`src/rtl/core/sth_pkg.sv`:
```
// Shared constants, types and the sine quarter-wave table builder for the
// terrain height pipeline. No dependencies.
package sth_pkg;

   localparam int CHUNK_SIZE      = 16;
   localparam int SINE_TABLE_BITS = 10;

   localparam int TBL_N       = 1 << SINE_TABLE_BITS;
   localparam int SINE_DEPTH  = TBL_N + 1;
   localparam int IDX_W       = SINE_TABLE_BITS + 1;
   localparam int ROUND_HALF  = 1 << (29 - SINE_TABLE_BITS);

   // world coordinate width: chunk * size + sample, signed
   localparam int WORLD_W = 18 + $clog2(CHUNK_SIZE);

   // phase increments per world unit, in turns * 2^32
   localparam logic [31:0] K_005        = 32'd34178264;
   localparam logic [31:0] K_013        = 32'd88863486;
   localparam logic [31:0] K_007        = 32'd47849569;
   localparam logic [31:0] K_023        = 32'd157220013;
   localparam logic [31:0] K_017        = 32'd116206097;
   localparam logic [31:0] QUARTER_TURN = 32'h4000_0000;

   localparam longint unsigned HALF_PI_Q30 = 64'd1686629713;
   localparam longint unsigned TAYLOR_DIV [9] = '{6, 20, 42, 72, 110, 156, 210, 272, 342};

   // phase slots
   localparam int NUM_PHASES = 4;
   localparam int PH_S1 = 0;
   localparam int PH_C1 = 1;
   localparam int PH_S2 = 2;
   localparam int PH_C3 = 3;

   localparam int TOTAL_W = 38;
   localparam longint ROUND_Q8 = 64'd2097152;
   localparam logic signed [15:0] HEIGHT_MAX = 16'sd8960;
   localparam logic signed [15:0] HEIGHT_MIN = -16'sd8960;

   // detail level grading
   localparam logic [16:0] DIST_NEAR = 17'd2;
   localparam logic [16:0] DIST_MID  = 17'd5;
   localparam logic [16:0] DIST_FAR  = 17'd10;
   localparam logic [1:0]  DETAIL_FINE   = 2'd0;
   localparam logic [1:0]  DETAIL_MID    = 2'd1;
   localparam logic [1:0]  DETAIL_LOW    = 2'd2;
   localparam logic [1:0]  DETAIL_COARSE = 2'd3;

   typedef logic [NUM_PHASES-1:0][31:0] phase_vec_type;
   typedef logic [NUM_PHASES-1:0][15:0] mag_vec_type;
   typedef logic [15:0] sine_rom_type [0:SINE_DEPTH-1];

   typedef struct packed {
      logic s1;
      logic s2;
      logic s3;
      logic s4;
      logic s5;
      logic s6;
      logic s7;
   } stage_ctl_type;

   // Q15 sine over the first quadrant, Taylor series through x^19 in Q30
   function automatic sine_rom_type build_sine_rom();
      sine_rom_type    rom;
      longint unsigned x;
      longint unsigned x2;
      longint unsigned term;
      longint          sum;
      longint          q;
      for (int i = 0; i < SINE_DEPTH; i++) begin
         x    = (longint'(i) * HALF_PI_Q30) >> SINE_TABLE_BITS;
         x2   = (x * x) >> 30;
         term = x;
         sum  = longint'(x);
         for (int k = 1; k <= 9; k++) begin
            term = ((term * x2) >> 30) / TAYLOR_DIV[k-1];
            if (k % 2 == 1) begin
               sum = sum - longint'(term);
            end else begin
               sum = sum + longint'(term);
            end
         end
         if (sum < 0) begin
            sum = 0;
         end
         q = (sum + 64'sd16384) >>> 15;
         if (q > 32768) begin
            q = 32768;
         end
         rom[i] = 16'(q);
      end
      return rom;
   endfunction

endpackage

```
`src/rtl/core/sth_phase.sv`:
```
// Stages 1 to 3: world coordinates, phase products and the four phases.
// Depends on sth_pkg.
module sth_phase import sth_pkg::*; (
   input  logic                clock,
   input  stage_ctl_type       ctl,
   input  logic signed [15:0]  chunk_x,
   input  logic signed [15:0]  chunk_z,
   input  logic [3:0]          sample_x,
   input  logic [3:0]          sample_z,
   output phase_vec_type       phase
);

   localparam logic signed [WORLD_W-1:0] CHUNK_SIZE_W = WORLD_W'(CHUNK_SIZE);

   logic signed [WORLD_W-1:0] wx_in, wz_in, wx_ff, wz_ff;
   logic [31:0] wx32, wz32;
   logic [31:0] px005_ff, pz005_ff, px013_ff, pz007_ff, px023_ff, pz017_ff;
   phase_vec_type phase_in, phase_ff;

   // stage 1: world coordinates
   always_comb begin
      wx_in = WORLD_W'(WORLD_W'(chunk_x) * CHUNK_SIZE_W)
            + $signed({{(WORLD_W-4){1'b0}}, sample_x});
      wz_in = WORLD_W'(WORLD_W'(chunk_z) * CHUNK_SIZE_W)
            + $signed({{(WORLD_W-4){1'b0}}, sample_z});
   end

   always_ff @(posedge clock) begin
      if (ctl.s1) begin
         wx_ff <= wx_in;
         wz_ff <= wz_in;
      end
   end

   // stage 2: products, only the low 32 bits matter (phase wraps)
   assign wx32 = 32'(wx_ff);
   assign wz32 = 32'(wz_ff);

   always_ff @(posedge clock) begin
      if (ctl.s2) begin
         px005_ff <= 32'(wx32 * K_005);
         pz005_ff <= 32'(wz32 * K_005);
         px013_ff <= 32'(wx32 * K_013);
         pz007_ff <= 32'(wz32 * K_007);
         px023_ff <= 32'(wx32 * K_023);
         pz017_ff <= 32'(wz32 * K_017);
      end
   end

   // stage 3: phases, cosines get a quarter turn
   always_comb begin
      phase_in        = '0;
      phase_in[PH_S1] = px005_ff;
      phase_in[PH_C1] = pz005_ff + QUARTER_TURN;
      phase_in[PH_S2] = px013_ff + pz007_ff;
      phase_in[PH_C3] = px023_ff - pz017_ff + QUARTER_TURN;
   end

   always_ff @(posedge clock) begin
      if (ctl.s3) begin
         phase_ff <= phase_in;
      end
   end

   assign phase = phase_ff;

endmodule

```
`config.mk`:
```
export PLATFORM = sky130hd
export DESIGN_NAME = sth_phase
export DESIGN_NICKNAME = d
export VERILOG_FILES = /design/src/rtl/core/sth_pkg.sv /design/src/rtl/core/sth_phase.sv
export SDC_FILE = /design/constraint.sdc
export NUM_CORES = 2
export LEC_CHECK = 0
export BUFFER_PORTS_ARGS = -buffer_cell sky130_fd_sc_hd__buf_4
export CELL_PAD_IN_SITES_DETAIL_PLACEMENT = 0
export CELL_PAD_IN_SITES_GLOBAL_PLACEMENT = 2
export CORE_MARGIN = 2
export CORE_UTILIZATION = 47
export DETAILED_ROUTE_END_ITERATION = 12
export GPL_TIMING_DRIVEN = 0
export PLACE_DENSITY = 0.85
export SETUP_SLACK_MARGIN = 0.05
export SLEW_MARGIN = 40
export SYNTH_ARGS = -nofsm -noshare
export SYNTH_HDL_FRONTEND = slang
export SYNTH_SLANG_ARGS = --single-unit
export TNS_END_PERCENT = 1
```
`constraint.sdc`:
```
create_clock -name clock -period 13.59 [get_ports clock]
set_input_delay 0 -clock clock [delete_from_list [all_inputs] [get_ports clock]]
set_output_delay 0 -clock clock [all_outputs]
set_load 0.01 [all_outputs]
```
# Word-level counts from Yosys, hierarchy flattened
# Index checks and enable logic that the tools add are counted.
# Widths: inputs -> output; s select.
[totals]
regBits = 352
inputBits = 48
output_inout_bits = 128
wordCells = 24
[classes]
n_addsub = 6
multipliers = 6
[ops]
columns = ["cell", "count"]
rows = [
  ["$add 32x31->32 const B", 2],
  ["$mul 32x23->29 const B", 2],
  ["$add 20x5->21", 2],
  ["$add 32x32->32", 1],
  ["$mul 21x27->32 const B", 1],
  ["$mul 21x28->32 const B", 1],
  ["$mul 21x29->32 const B", 1],
  ["$mul 32x26->31 const B", 1],
  ["$sub 32x32->32", 1],
]

# Depth between registers and ports, before layout
[logic_depth]
depth_word = 2
mapped_depth = 25
mapped_depth_nobuf = 25

# Worst setup path after synthesis
# Ideal clock, no wire load.
[synth_timing]
path_kind = "register to register"
from = "reg wx_ff[19]"
to = "reg px013_ff[31] (data pin)"
setup_ns = 0.260
arrival_ns = 6.934
required_time_ns = 13.330
setup_slack_ns = 6.396
path_stages_with_launch = 23
n_path_buf = 1
period_less_slack_ns = 7.194
path_cell_list = "edfxtp_1 > clkbuf_1 > inv_1 > ha_1 > xnor2_1 > fa_1 > fa_1 > fa_1 > inv_1 > fa_1 > fa_1 > inv_1 > fa_1 > inv_1 > ha_1 > a21oi_1 > nor2b_1 > o21ai_0 > o21a_1 > o311ai_1 > a31o_2 > a21oi_1 > xnor2_1"
[synth_via]
elab_chain_len = 1
[synth_lines]
columns = ["item", "line", "rtl"]
rows = [
  ["from (decl)", "sth_phase.sv:15", "logic signed [WORLD_W-1:0] wx_in, wz_in, wx_ff, wz_ff;"],
  ["from (signal assigned)", "sth_phase.sv:30", "wx_ff <= wx_in;"],
  ["$mul 32x26->31", "sth_phase.sv:43", "px013_ff <= 32'(wx32 * K_013);"],
  ["to (signal assigned)", "sth_phase.sv:43", ""],
  ["to (decl)", "sth_phase.sv:17", "logic [31:0] px005_ff, pz005_ff, px013_ff, pz007_ff, px023_ff, pz017_ff;"],
]
# No other way between the ends.
# A chain may end at the register's enable or synchronous reset.

# Final worst setup path
# Ends and elaborated chain as after synthesis.

==> run_results.csv <==
group,metric,value,unit
clock_network,cts_resized,0,
yosys,synth_cells,4512,
hold_path,min_from,"chunk_x[14]",
global_routing,grt_pass1_vias,32790,
clock_network,cts.sink_count,338,
finish,antennaDiodeCount,0,
route,routed_wl,126100,um
clock_network,cts.clk_slew.worst_paths,50,ps
yosys,ys_ff_latch,338,
yosys,async_flop_share,0,%
clock_network,htreeDepth,2,
floorplan,core,103500,um^2
critical_path,arrival,8020,ps
finish,final_nets,6502,
yosys,synthFlopType,"edfxtp_1",
place,io_buffers,165,
critical_path,cp_common_cell,"fa_1",
sta,grt_setup_unrepaired,"no",
yosys,syn_area,48980,um^2
sta,worstMarginPinSlew,913.1,ps
floorplan,dieArea,106800,um^2
global_routing,antenna_found_initial,4,
clock_network,post_cts_buffers,0,
global_routing,grt_util_all_layers,24.50,%
critical_path,reg2reg_slack,5910,ps
critical_path,path_buf_inv,6,
route,vias,31300,
critical_path,crit_family,"adder cells",
finish,drive_gt1_share,6.679,%
hold_path,min_path_cells,2,
floorplan,start_util,47.33,%
finish,area_growth,11.46,%
sta,finalCritPeriodShare,56.49,%
sta,setup_violations,0,
critical_path,cp-end-kind,"flip-flop",
finish,fill_cells,9380,
yosys,yosysSeqAreaShare,20.72,%
yosys,ys_warn_count,0,
critical_path,path_cells,"buf_6, clkbuf_1, inv_1, ha_1, xnor2_1, fa_1, fa_1, fa_1, inv_1, fa_1, fa_1, inv_1, fa_1, inv_1, ha_1, a21oi_1, nor2b_1, o21ai_0, o21a_1, o311ai_1, a31o_2, a21oi_1, xnor2_1",
hold_path,hold_class,"in2reg",
clock_network,cts_buffer_depth,3,
yosys,synth_cell_type_count,69,
sta,final_hold_viol_count,0,
floorplan,die_w,326.8,um
global_routing,grt_max_degree,79,
route,drtAntennaViolNets,0,
clock_network,clk_latency,630,ps
sta,maxSlewViolCount,0,
critical_path,cp.required,13930,ps
route,avgRoutedWirePerCell,20.19,um
critical_path,critPathKind,"reg2reg",
finish,final_core_util,52.75,%
place,place.gp.congestion,0.9378,
yosys,syn_avg_cell_area,10.86,um^2
route,drc,0,
global_routing,globalRouteOverflowTotal,0,
sta,fin_crit,7677,ps
finish,final_cell_mix,"inv_1 (1370), ha_1 (861), fa_1 (756), edfxtp_1 (338), xnor2_1 (228)",
place,dp_hpwl,109400,um
yosys,synth_edf_count,338,
critical_path,slowest_stage,"edfxtp_1",
floorplan,ios,176,
critical_path,crit_path_start_kind,"flip-flop",
route,drt-initial-drc-count,2051,
sta,finalWorstSetupSlack,5913,ps
run,drv_cap,0,
sta,fin_skew,36.25,ps
clock_network,cts_tree,"yes",
clock_network,postCtsHoldBufs,43,
sta,max_freq,130.3,MHz
place,place_ws,5943,ps
critical_path,critPathLaunch,"wx_ff[19]",
run_status,status,"completed",
critical_path,reg2regPathDepth,23,
route,viasPerCell,5.011,
floorplan,row_count,118,
hold_path,hold_end,"wx_ff[18]",
floorplan,die_h,326.8,um
critical_path,r2r-end,"px013_ff[31]",
clock_network,cts-root-buf,"clkbuf_16",
critical_path,worstReg2RegStart,"wx_ff[19]",
clock_network,cts-buffers-inserted,42,
global_routing,grt_pass1_wl,195600,um
critical_path,worstPathMaxFanout,11,
sta,slew_headroom,39.13,%
route,drt_pass1_iterations,7,
critical_path,critPathMaxStageDelay,570,ps
finish,final_common_cell,"inv_1",
sta,finalSetupTns,0,ps
## worst max path at each step
stage / endpoint / slack [ps] / cells past startpoint
floorplan: px013_ff[31] / 6400 / 22
global placement: px013_ff[31] / 4950 / 22
global route: px013_ff[31] / 5460 / 23
CTS: px013_ff[31] / 5890 / 23
finish: px013_ff[31] / 5910 / 23
detailed placement: px013_ff[31] / 5940 / 23
## routing by layer
metal,GRT usage [%],part of all wire (%)
met1,37.03,48
met2,36.97,43
met3,4.220,6.3
met4,5.026,1.9
met5,0,0
## layout make-up
| class | count | area (um^2) | share of cell area (%) |
|---|---|---|---|
| sequential | 338 | 10150 | 18.59 |
| tap | 1380 | 1727 | 3.162 |
| clock inverter | 25 | 257.7 | 0.4721 |
| buffer | 11 | 67.56 | 0.1237 |
| inverter | 1371 | 5146 | 9.425 |
| multi-input combinational | 2797 | 33640 | 61.62 |
| timing repair buffer | 276 | 2534 | 4.641 |
| clock buffer | 48 | 1074 | 1.966 |
## metrics by stage
stage	hold slack, ps	instances	cell area, um^2
2_1_floorplan	98.87	4517	49000
3_3_place_gp	178.1	6062	51970
3_5_place_dp	179.3	6129	52820
4_1_cts	29.91	6245	54580
5_1_grt	53.99	6246	54600
6_report	78.12	6246	54600
## cells by family (layout without fill, tap and decap cells)
kind of cell               after synthesis  count (layout)  synth area share (%)
adders and majority gates             1617            1617                 52.89
buffers and inverters                 1382            1731                 10.64
AOI/OAI and AO/OA                      510             510                 6.851
and+or+nand+nor                        364             364                 3.517
DFF                                    338             338                 20.72
xor gates and xnor gates               298             298                 5.328
muxes                                    2               2               0.04087
other                                    1               6              0.007656
## state kept, by name, indices dropped and copies added, names as in the netlist
| name | count |
|---|---|
| phase | 121 |
| px005_ff | 27 |
| px013_ff | 30 |
| px023_ff | 32 |
| pz005_ff | 28 |
| pz007_ff | 32 |
| pz017_ff | 28 |
| wx_ff | 20 |
| wz_ff | 20 |
## cells in the mapped netlist (34+ instances only)
| master | number | share of area, % |
|---|---|---|
| xnor2_1 | 228 | 4.1 |
| xor2_1 | 70 | 1.3 |
| a21oi_1 | 153 | 1.6 |
| a21o_1 | 76 | 1.2 |
| nand2_1 | 73 | 0.56 |
| nor2_1 | 127 | 0.97 |
| o21a_1 | 34 | 0.52 |
| inv_1 | 1371 | 11 |
| edfxtp_1 | 338 | 21 |
| ha_1 | 861 | 22 |
| fa_1 | 756 | 31 |
| o21ai_0 | 80 | 0.82 |
## worst register-to-register path, stage by stage (launching register included)
cell and delay, ps:
edfxtp_1 570, buf_6 220, clkbuf_1 440, inv_1 540, ha_1 490, xnor2_1 390
fa_1 540, fa_1 540, fa_1 530, inv_1 60, fa_1 440, fa_1 520
inv_1 50, fa_1 480, inv_1 40, ha_1 330, a21oi_1 150, nor2b_1 50
o21ai_0 220, o21a_1 160, o311ai_1 130, a31o_2 280, a21oi_1 160, xnor2_1 80
Power is not shown: default switching activity piles up to over one toggle a cycle in this logic, so the estimate is an artifact.
