$ cat src/rtl/core/sth_pkg.sv
// Shared constants, types and the sine quarter-wave table builder for the
// terrain height pipeline. No dependencies.
package sth_pkg;

   localparam int CHUNK_SIZE      = 16;
   localparam int SINE_TABLE_BITS = 10;

   localparam int TBL_N       = 1 << SINE_TABLE_BITS;
   localparam int SINE_DEPTH  = TBL_N + 1;
   localparam int IDX_W       = SINE_TABLE_BITS + 1;
   localparam int ROUND_HALF  = 1 << (29 - SINE_TABLE_BITS);

   // world coordinate width: chunk * size + sample, signed
   localparam int WORLD_W = 18 + $clog2(CHUNK_SIZE);

   // phase increments per world unit, in turns * 2^32
   localparam logic [31:0] K_005        = 32'd34178264;
   localparam logic [31:0] K_013        = 32'd88863486;
   localparam logic [31:0] K_007        = 32'd47849569;
   localparam logic [31:0] K_023        = 32'd157220013;
   localparam logic [31:0] K_017        = 32'd116206097;
   localparam logic [31:0] QUARTER_TURN = 32'h4000_0000;

   localparam longint unsigned HALF_PI_Q30 = 64'd1686629713;
   localparam longint unsigned TAYLOR_DIV [9] = '{6, 20, 42, 72, 110, 156, 210, 272, 342};

   // phase slots
   localparam int NUM_PHASES = 4;
   localparam int PH_S1 = 0;
   localparam int PH_C1 = 1;
   localparam int PH_S2 = 2;
   localparam int PH_C3 = 3;

   localparam int TOTAL_W = 38;
   localparam longint ROUND_Q8 = 64'd2097152;
   localparam logic signed [15:0] HEIGHT_MAX = 16'sd8960;
   localparam logic signed [15:0] HEIGHT_MIN = -16'sd8960;

   // detail level grading
   localparam logic [16:0] DIST_NEAR = 17'd2;
   localparam logic [16:0] DIST_MID  = 17'd5;
   localparam logic [16:0] DIST_FAR  = 17'd10;
   localparam logic [1:0]  DETAIL_FINE   = 2'd0;
   localparam logic [1:0]  DETAIL_MID    = 2'd1;
   localparam logic [1:0]  DETAIL_LOW    = 2'd2;
   localparam logic [1:0]  DETAIL_COARSE = 2'd3;

   typedef logic [NUM_PHASES-1:0][31:0] phase_vec_type;
   typedef logic [NUM_PHASES-1:0][15:0] mag_vec_type;
   typedef logic [15:0] sine_rom_type [0:SINE_DEPTH-1];

   typedef struct packed {
      logic s1;
      logic s2;
      logic s3;
      logic s4;
      logic s5;
      logic s6;
      logic s7;
   } stage_ctl_type;

   // Q15 sine over the first quadrant, Taylor series through x^19 in Q30
   function automatic sine_rom_type build_sine_rom();
      sine_rom_type    rom;
      longint unsigned x;
      longint unsigned x2;
      longint unsigned term;
      longint          sum;
      longint          q;
      for (int i = 0; i < SINE_DEPTH; i++) begin
         x    = (longint'(i) * HALF_PI_Q30) >> SINE_TABLE_BITS;
         x2   = (x * x) >> 30;
         term = x;
         sum  = longint'(x);
         for (int k = 1; k <= 9; k++) begin
            term = ((term * x2) >> 30) / TAYLOR_DIV[k-1];
            if (k % 2 == 1) begin
               sum = sum - longint'(term);
            end else begin
               sum = sum + longint'(term);
            end
         end
         if (sum < 0) begin
            sum = 0;
         end
         q = (sum + 64'sd16384) >>> 15;
         if (q > 32768) begin
            q = 32768;
         end
         rom[i] = 16'(q);
      end
      return rom;
   endfunction

endpackage

$ cat src/rtl/core/sth_combine.sv
// Stages 6 and 7: signed sines, weighted sum, Q8 rounding and saturation.
// Depends on sth_pkg.
module sth_combine import sth_pkg::*; (
   input  logic                  clock,
   input  stage_ctl_type         ctl,
   input  mag_vec_type           mag,
   input  logic [NUM_PHASES-1:0] neg,
   output logic [14:0]           height
);

   logic signed [16:0] sval [NUM_PHASES];
   logic signed [33:0] prod_in, prod_ff;
   logic signed [20:0] lin_in, lin_ff;
   logic signed [TOTAL_W-1:0] total;
   logic signed [15:0] h_raw, h_sat;
   logic [14:0] height_ff;

   // stage 6: s1*c1 and the linear part 10*s2 + 5*c3
   always_comb begin
      for (int i = 0; i < NUM_PHASES; i++) begin
         sval[i] = neg[i] ? -$signed({1'b0, mag[i]}) : $signed({1'b0, mag[i]});
      end
      prod_in = 34'(sval[PH_S1]) * 34'(sval[PH_C1]);
      lin_in  = 21'(sval[PH_S2]) * 21'sd10 + 21'(sval[PH_C3]) * 21'sd5;
   end

   always_ff @(posedge clock) begin
      if (ctl.s6) begin
         prod_ff <= prod_in;
         lin_ff  <= lin_in;
      end
   end

   // stage 7: total in Q30, round half up to Q8
   always_comb begin
      total = (TOTAL_W'(prod_ff) <<< 4) + (TOTAL_W'(prod_ff) <<< 2)
            + (TOTAL_W'(lin_ff) <<< 15) + TOTAL_W'(ROUND_Q8);
      h_raw = 16'(total >>> 22);
      if (h_raw > HEIGHT_MAX) begin
         h_sat = HEIGHT_MAX;
      end else if (h_raw < HEIGHT_MIN) begin
         h_sat = HEIGHT_MIN;
      end else begin
         h_sat = h_raw;
      end
   end

   always_ff @(posedge clock) begin
      if (ctl.s7) begin
         height_ff <= 15'(h_sat);
      end
   end

   assign height = height_ff;

endmodule

$ cat config.mk
export PLATFORM = sky130hd
export DESIGN_NAME = sth_combine
export DESIGN_NICKNAME = d
export VERILOG_FILES = /design/src/rtl/core/sth_pkg.sv /design/src/rtl/core/sth_combine.sv
export SDC_FILE = /design/constraint.sdc
export NUM_CORES = 1
export LEC_CHECK = 0
export BUFFER_PORTS_ARGS = -buffer_cell sky130_fd_sc_hd__buf_2
export CELL_PAD_IN_SITES_DETAIL_PLACEMENT = 1
export CELL_PAD_IN_SITES_GLOBAL_PLACEMENT = 2
export CORE_UTILIZATION = 42
export DETAILED_ROUTE_END_ITERATION = 7
export PLACE_DENSITY_LB_ADDON = 0.2
export RECOVER_POWER = 100
export SLEW_MARGIN = 5
export SYNTH_ARGS = -nofsm -noshare
export SYNTH_HDL_FRONTEND = slang
export SYNTH_SLANG_ARGS = --single-unit
$ cat constraint.sdc
create_clock -name clock -period 11.4 [get_ports clock]
set_clock_uncertainty 0.15 [all_clocks]
set_input_delay 1.14 -clock clock [delete_from_list [all_inputs] [get_ports clock]]
set_output_delay 1.14 -clock clock [all_outputs]
set_load 0.05 [all_outputs]
# Yosys cells after proc, flatten, opt, wreduce, memory -nomap -nowiden
# Index checks and enable logic that the tools add are counted.
[totals]
input_bits = 76
ff_bits = 70
[classes]
reduce_logical = 1
n_addsub = 8
muxes = 5
order_cmp = 2
n_mul = 3
[op_table]
columns = ["cell", "count"]
rows = [
  ["adder 38 x 36 -> 38 bit", 2],
  ["two-way mux 17 bit", 4],
  ["negator 16 -> 17 bit", 4],
  ["adder 38 x 23 -> 38 bit, second input constant", 1],
  ["multiplier 17 x 17 -> 34 bit", 1],
  ["adder 21 bit", 1],
  ["multiplier 17 x 4 -> 21 bit, second input constant", 1],
  ["multiplier 17 x 4 -> 20 bit, second input constant", 1],
  ["greater-than comparator 16 x 15 -> 1 bit, second input constant", 1],
  ["less-than comparator 16 x 15 -> 1 bit, second input constant", 1],
  ["two-way mux 15 bit", 1],
  ["OR reduction 2 bit", 1],
]

# Logic depth before layout (Yosys ltp)
# Gate-level depths: netlist of the first run.
[logic_depth]
depth_word = 5
mapped_depth = 32
mapped_depth_nobuf = 30

# Worst setup path before layout of the first run
# No wires, ideal clock.
[synth_path]
path_kind = "in2reg"
startpoint = "in mag[2] (netlist name)"
endpoint = "reg prod_ff[28] (data pin)"
n_path_buf = 2
required_ns = 10.995
arrival_time_ns = 8.426
slack_ns = 2.569
cell_stages = 29
path_cell_list = "clkbuf_1 nor4_1 inv_1 nor3_1 nand3_1 o41ai_1 nand2_1 xor2_1 clkbuf_1 nand2_1 fa_1 fa_1 inv_1 fa_1 fa_1 fa_1 inv_1 fa_1 inv_1 ha_1 a21o_1 a21o_1 a21oi_1 o21ai_0 o41ai_2 o31ai_1 o21a_1 or3_1 and2_1"
[synth_via]
elab_chain_len = 3
[synth_lines]
columns = ["element", "line", "source"]
rows = [
  ["start: declaration", "sth_combine.sv:6", "input mag_vec_type mag,"],
  ["negator 16 -> 17 bit", "sth_combine.sv:21", "sval[i] = neg[i] ? -$signed({1'b0, mag[i]}) : $signed({1'b0, mag[i]});"],
  ["two-way mux 17 bit *", "sth_combine.sv:21", ""],
  ["multiplier 17 x 17 -> 34 bit *", "sth_combine.sv:23", "prod_in = 34'(sval[PH_S1]) * 34'(sval[PH_C1]);"],
  ["net prod_in[28]", "sth_combine.sv:12", "logic signed [33:0] prod_in, prod_ff;"],
  ["end signal: assignment", "sth_combine.sv:29", "prod_ff <= prod_in;"],
  ["end: declaration", "sth_combine.sv:12", ""],
]
# Mark *: on every way through the listed nets, which the timed path passes. The rest lies on a longest branch.
# A chain may end at the register's enable or synchronous reset.

# Worst setup path after layout of the first run
[layout_path]
startpoint = "in mag[16] (netlist name)"
endpoint = "reg prod_ff[32] (data pin)"
# The elaborated chain is that of the path after synthesis.

==> results of run 1 <==
-- flip-flops by register name, summed over array words and instances (netlist names) --
register	cells
prod_ff	34
height	15
lin_ff	21
-- through the flow --
stage | utilization (%) | worst slack, ns | area [um2] | hold WS [ns]
6_report | 46.0 | 1.22 | 20300 | 1.04
5_1_grt | 46.0 | 0.777 | 20300 | 1.10
4_1_cts | 46.1 | 1.65 | 20400 | 1.01
3_5_place_dp | 45.4 | 1.29 | 20100 | 1.02
3_3_place_gp | 45.4 | 1.39 | 20100 | 1.03
2_1_floorplan | - | 2.57 | 18800 | 0.869
-- routing by layer --
metal,up-vias,routed length [um]
met5,-,17
met4,2,742
met3,44,963
met2,142,25200
met1,7222,21200
li1,6601,-
-- worst max-delay path, delay by kind of cell --
kind | cells | cell delay, ns
adders and majority gates | 8 | 3.97
AOI/OAI and AO/OA | 9 | 2.25
and+or+nand+nor | 3 | 0.38
buffers and inverters | 6 | 1.36
xor gates and xnor gates | 2 | 1.07
-- cell usage after synthesis (17+ instances only) --
| library cell | instances |
|---|---|
| inv_1 | 372 |
| fa_1 | 335 |
| nand2_1 | 237 |
| ha_1 | 229 |
| nor2_1 | 168 |
| xnor2_1 | 111 |
| a21oi_1 | 70 |
| edfxtp_1 | 70 |
| xor2_1 | 46 |
| o21ai_0 | 39 |
| a21o_1 | 33 |
| clkbuf_1 | 30 |
| nor3_1 | 27 |
| and2_1 | 21 |
| o31ai_1 | 21 |
| nand3_1 | 17 |
| or3_1 | 17 |
-- cell type report --
class	instances	area, um2	area share (%)
multi-input cells	1531	15200	74.9
flip-flops and latches	70	2100	10.3
inverters	374	1400	6.91
well taps	592	741	3.64
repair buffers	108	562	2.76
clock buffers	9	225	1.11
clock inverters	7	71.3	0.351
-- path summary, 6_finish.rpt --
path / from / end / slack [ns]
min reg2reg: lin_ff[11]$_DFFE_PP_ / height[4]$_SDFFCE_PP0P_ / 1.04
max reg2reg: prod_ff[16]$_DFFE_PP_ / height[8]$_SDFFCE_PP1P_ / 6.38
max: mag[16] / prod_ff[32]$_DFFE_PP_ / 1.22
min: lin_ff[11]$_DFFE_PP_ / height[4]$_SDFFCE_PP0P_ / 1.04
-- cell families after synthesis --
family | Yosys count
XOR/XNOR | 159
AND/OR/NAND/NOR | 544
AO/OA/AOI/OAI | 261
adder cells (fa/ha/maj) | 565
buffers and inverters | 407
multiplexers | 2
flip-flops | 70
==> metrics.cfg, run 1 <==
[outcome]
status = finished, violations left
violations = max-capacitance violations, max-slew violations

[final_layout]
fill_cells = 5087
stdcell_count = 2691
layout-drive-gt1-share_pct = 6.29
synthToLayoutAreaGrowth_pct = 7.92
most-common-layout-cells = 372 x inv_1, 335 x fa_1, 237 x nand2_1
final_common_cell = inv_1
num_antenna_cells = 0
fin_nets = 2734

[sta]
tns_ns = 0
rsz0062_at_grt = no
worst_slew_pin_slew_ns = 2.97
max_slew_margin_pct = -98.1
fmax_ghz = 0.0982
period_needed_ns = 10.18
report.final.hold_viol_count = 0
period_share_pct = 89.3
setup_violations = 0
slew_viol_final = 56

[synthesis]
yosys.area_share.simple_pct = 12.5
synthXorXnorAreaFrac_pct = 7.47
synth_top_area_share_pct = 35.6
synthAdderAreaFrac_pct = 50.9
syn_area_um2 = 18800
ys_types = 74
yosys_warnings = 0
ys_seq_area_share_pct = 11.2
yosys-top-cells-area = fa_1 36%, ha_1 15%, edfxtp_1 11%
synth_nets = 2648
post-synth-top-area-cell = fa_1
synth_top_family_by_area = adder cells
synth_enable_flop_cells = 70
ys.flop_type = edfxtp_1
synth-seq-cells = 70
synth_compound_area_share_pct = 9.57
syn_inst = 2008
syn_avg_cell_area_um2 = 9.38
synthMuxAreaShare_pct = 0.173
ys_async_sr_fraction_pct = 0

[floorplan]
num_rows = 77
fp.dieW_um = 214
die_y_um = 214
num_io_pins = 91
fp.coreArea_um2 = 44200
die_area_um2 = 45700
initial_core_util_pct = 42.6

[critical_path]
startpoint_type = input port
crit_fanout = 17
reg2reg_depth = 13
worstPathRequired_ns = 11.39
critPathMaxStageDelay_ns = 0.80
crit_top_cell = fa_1
crit_slowest_cell = xnor2_1
cp-end-kind = register
worst-setup-path-type = input port to register
arrival_ns = 10.18

[placement]
io_buffers = 85
gp_congestion = 0.870
place_hpwl_mm = 42.1
dp.cells = 2675

[global_route]
grt-ovfl-total = 0
first_global_vias = 15674
grt.met1_usage_pct = 28.9
met2_usage_pct = 41.8
busiest_layer = met2
grt_use_total_pct = 22.6
antenna_found_initial = 1
grt_max_degree = 56
use_met3_pct = 1.68
grt_pass1_wl_mm = 80.1

[clock_network]
cts_made_buffers = 9
holdBufCountCts = 0
cts.clk_slew.worst_paths_ns = 0.07
root_buffer = clkbuf_16
cts_buffer_depth = 2
cts_resized = 0
htree_levels = 3
cts.sinks = 70
post_cts_buffers = 0
clock_latency_ns = 0.34
cts_tree = yes

[worst_hold_path]
hold_path_class = register to register
hold-path-cell-count = 5

[routing]
wirelength_mm = 48.1
drc = 0
dr_total_vias = 14011
drtAntennaViolNets = 0
drt_iter0_markers = 524
vias_per_cell = 5.21
drt_pass1_iterations = 4
post_drt_wl_per_cell_um = 17.9

[run]
max-cap-violations = 1

Power of run 1 is left out: the tool's default activity adds up to more than one toggle a clock period on the data nets, which glitch-free logic cannot reach.
==> inputs of run 2 (changes only) <==
--- a/config.mk
+++ b/config.mk
@@ -10,7 +10,7 @@
 export CELL_PAD_IN_SITES_GLOBAL_PLACEMENT = 2
 export CORE_UTILIZATION = 42
 export DETAILED_ROUTE_END_ITERATION = 7
-export PLACE_DENSITY_LB_ADDON = 0.2
+export PLACE_DENSITY_LB_ADDON = 0.1
 export RECOVER_POWER = 100
 export SLEW_MARGIN = 5
 export SYNTH_ARGS = -nofsm -noshare
==> metrics.cfg, run 2 (synthesized netlist as in run 1, its figures left out) <==
[outcome]
status = finished, violations left
violations = max-capacitance violations, max-slew violations

[final_layout]
multi_input_area_um2 = 15200  ; -0.15%
synthToLayoutAreaGrowth_pct = 7.94  ; about the same
most-common-layout-cells = 372 x inv_1, 335 x fa_1, 237 x nand2_1
top_register = prod_ff
layout-drive-gt1-share_pct = 6.28  ; about the same
final_common_cell = inv_1
fin_util_pct = 46.0  ; about the same
num_antenna_cells = 0  ; unchanged
fin_nets = 2736  ; +0.073%
largest_register_ffs = 34  ; unchanged
postLayoutCellArea_um2 = 20300  ; about the same
seq_area_um2 = 2100  ; unchanged
stdcell_count = 2693  ; +0.074%
fill_cells = 5164  ; +1.5%

[routing]
dr_total_vias = 13934  ; -0.55%
drc = 0  ; unchanged
post_drt_wl_per_cell_um = 18.2  ; +1.7%
drt_iter0_markers = 495  ; -5.5%
vias_per_cell = 5.17  ; -0.62%
wirelength_mm = 48.9  ; +1.8%
drt_pass1_iterations = 4  ; unchanged
drtAntennaViolNets = 0  ; unchanged

[sta]
fmax_ghz = 0.0984  ; +0.19%
max_slew_margin_pct = -101  ; -3.1 points
tns_ns = 0  ; unchanged
report.final.hold_viol_count = 0  ; unchanged
period_needed_ns = 10.16  ; -0.0196 ns
setup_violations = 0  ; unchanged
slew_viol_final = 56  ; unchanged
period_share_pct = 89.2  ; -0.17 points
rsz0062_at_grt = no
worst_slew_pin_slew_ns = 3.02  ; +0.0459 ns

[global_route]
grt_max_degree = 56  ; unchanged
grt-ovfl-total = 0  ; unchanged
grt_pass1_wl_mm = 81.6  ; +1.8%
use_met3_pct = 2.28  ; +0.60 points
busiest_layer = met2
grt_use_total_pct = 23.1  ; +0.57 points
antenna_found_initial = 0  ; -1
grt.met1_usage_pct = 29.2  ; +0.32 points
met2_usage_pct = 42.4  ; +0.63 points
first_global_vias = 15848  ; +1.1%

[clock_network]
cts.clk_slew.worst_paths_ns = 0.07  ; about the same
htree_levels = 3  ; unchanged
cts.sinks = 70  ; unchanged
post_cts_buffers = 0  ; unchanged
holdBufCountCts = 0  ; unchanged
cts_tree = yes
cts_resized = 0  ; unchanged
cts_buffer_depth = 2  ; unchanged
clock_latency_ns = 0.34  ; about the same
root_buffer = clkbuf_16
cts_made_buffers = 9  ; unchanged

[critical_path]
reg2reg_depth = 13  ; unchanged
crit_fanout = 6  ; -11
arrival_ns = 10.09  ; -0.09 ns
crit_slowest_cell = xor2_1
cp-end-kind = register
worstPathRequired_ns = 11.33  ; -0.06 ns
worst-setup-path-type = input port to register
startpoint_type = input port
r2r-start = prod_ff[16]$_DFFE_PP_
rrSetupSlack_ns = 6.30  ; -0.08 ns
crit_top_cell = fa_1
rr_endpoint = height[0]$_SDFFCE_PP0P_
critPathMaxStageDelay_ns = 0.80  ; about the same

[worst_hold_path]
hold_path_class = input port to register
holdCritStartpoint = mag[48]
hold-path-cell-count = 1  ; -4
holdPathEnd = lin_ff[0]$_DFFE_PP_

[floorplan]
die_y_um = 214  ; unchanged
fp.dieW_um = 214  ; unchanged
initial_core_util_pct = 42.6  ; unchanged
num_rows = 77  ; unchanged
die_area_um2 = 45700  ; unchanged
fp.coreArea_um2 = 44200  ; unchanged
num_io_pins = 91  ; unchanged

[run]
max-cap-violations = 1  ; unchanged

[placement]
placed_area_um2 = 20100  ; about the same
io_buffers = 85  ; unchanged
place_hpwl_mm = 43.0  ; +2.1%
dp.cells = 2677  ; +0.075%
gp_congestion = 0.858  ; -1.3%

==> run 2: how the worst max path moves through the flow <==
stage               startpoint                    end  slack, ns  depth (start not counted)
finish                  mag[3]  prod_ff[32]$_DFFE_PP_       1.24                         29
global route            mag[3]  prod_ff[32]$_DFFE_PP_       0.57                         29
CTS                     mag[3]  prod_ff[32]$_DFFE_PP_       1.63                         29
detailed placement      mag[3]  prod_ff[32]$_DFFE_PP_       1.28                         29
global placement        mag[3]  prod_ff[32]$_DFFE_PP_       1.49                         29
floorplan               mag[2]  prod_ff[28]$_DFFE_PP_       2.57                         29
==> run 2: per-stage QoR <==
step	hold WS [ns]	setup slack [ns]
floorplan	0.869	2.57
global placement	1.02	1.49
detailed placement	1.04	1.28
CTS	0.906	1.63
global route	1.02	0.571
finish	1.00	1.24
==> run 2: worst max-delay path: cells and delay by family <==
kind	cells	cell delay, ns
adders and majority gates	7	3.45
AOI/OAI and AO/OA	10	3.03
and+or+nand+nor	4	1.01
buffers and inverters	6	0.44
xor gates and xnor gates	2	0.99
==> run 2: area by class of cell <==
class                      instances  share of cell area, %
inverter                         374                   6.91
sequential                        70                   10.3
multi-input combinational       1531                   74.8
timing repair buffer             110                   2.86
clock buffer                       9                   1.11
clock inverter                     7                  0.388
tap                              592                   3.64
==> run 2: metal layers <==
| layer | part of all wire [%] | vias to the layer above |
|---|---|---|
| li1 | - | 6616 |
| met1 | 44 | 7144 |
| met2 | 52 | 116 |
| met3 | 2.2 | 58 |
| met4 | 2.3 | 0 |
| met5 | 0 | - |
Power of run 2 is left out for the same reason.
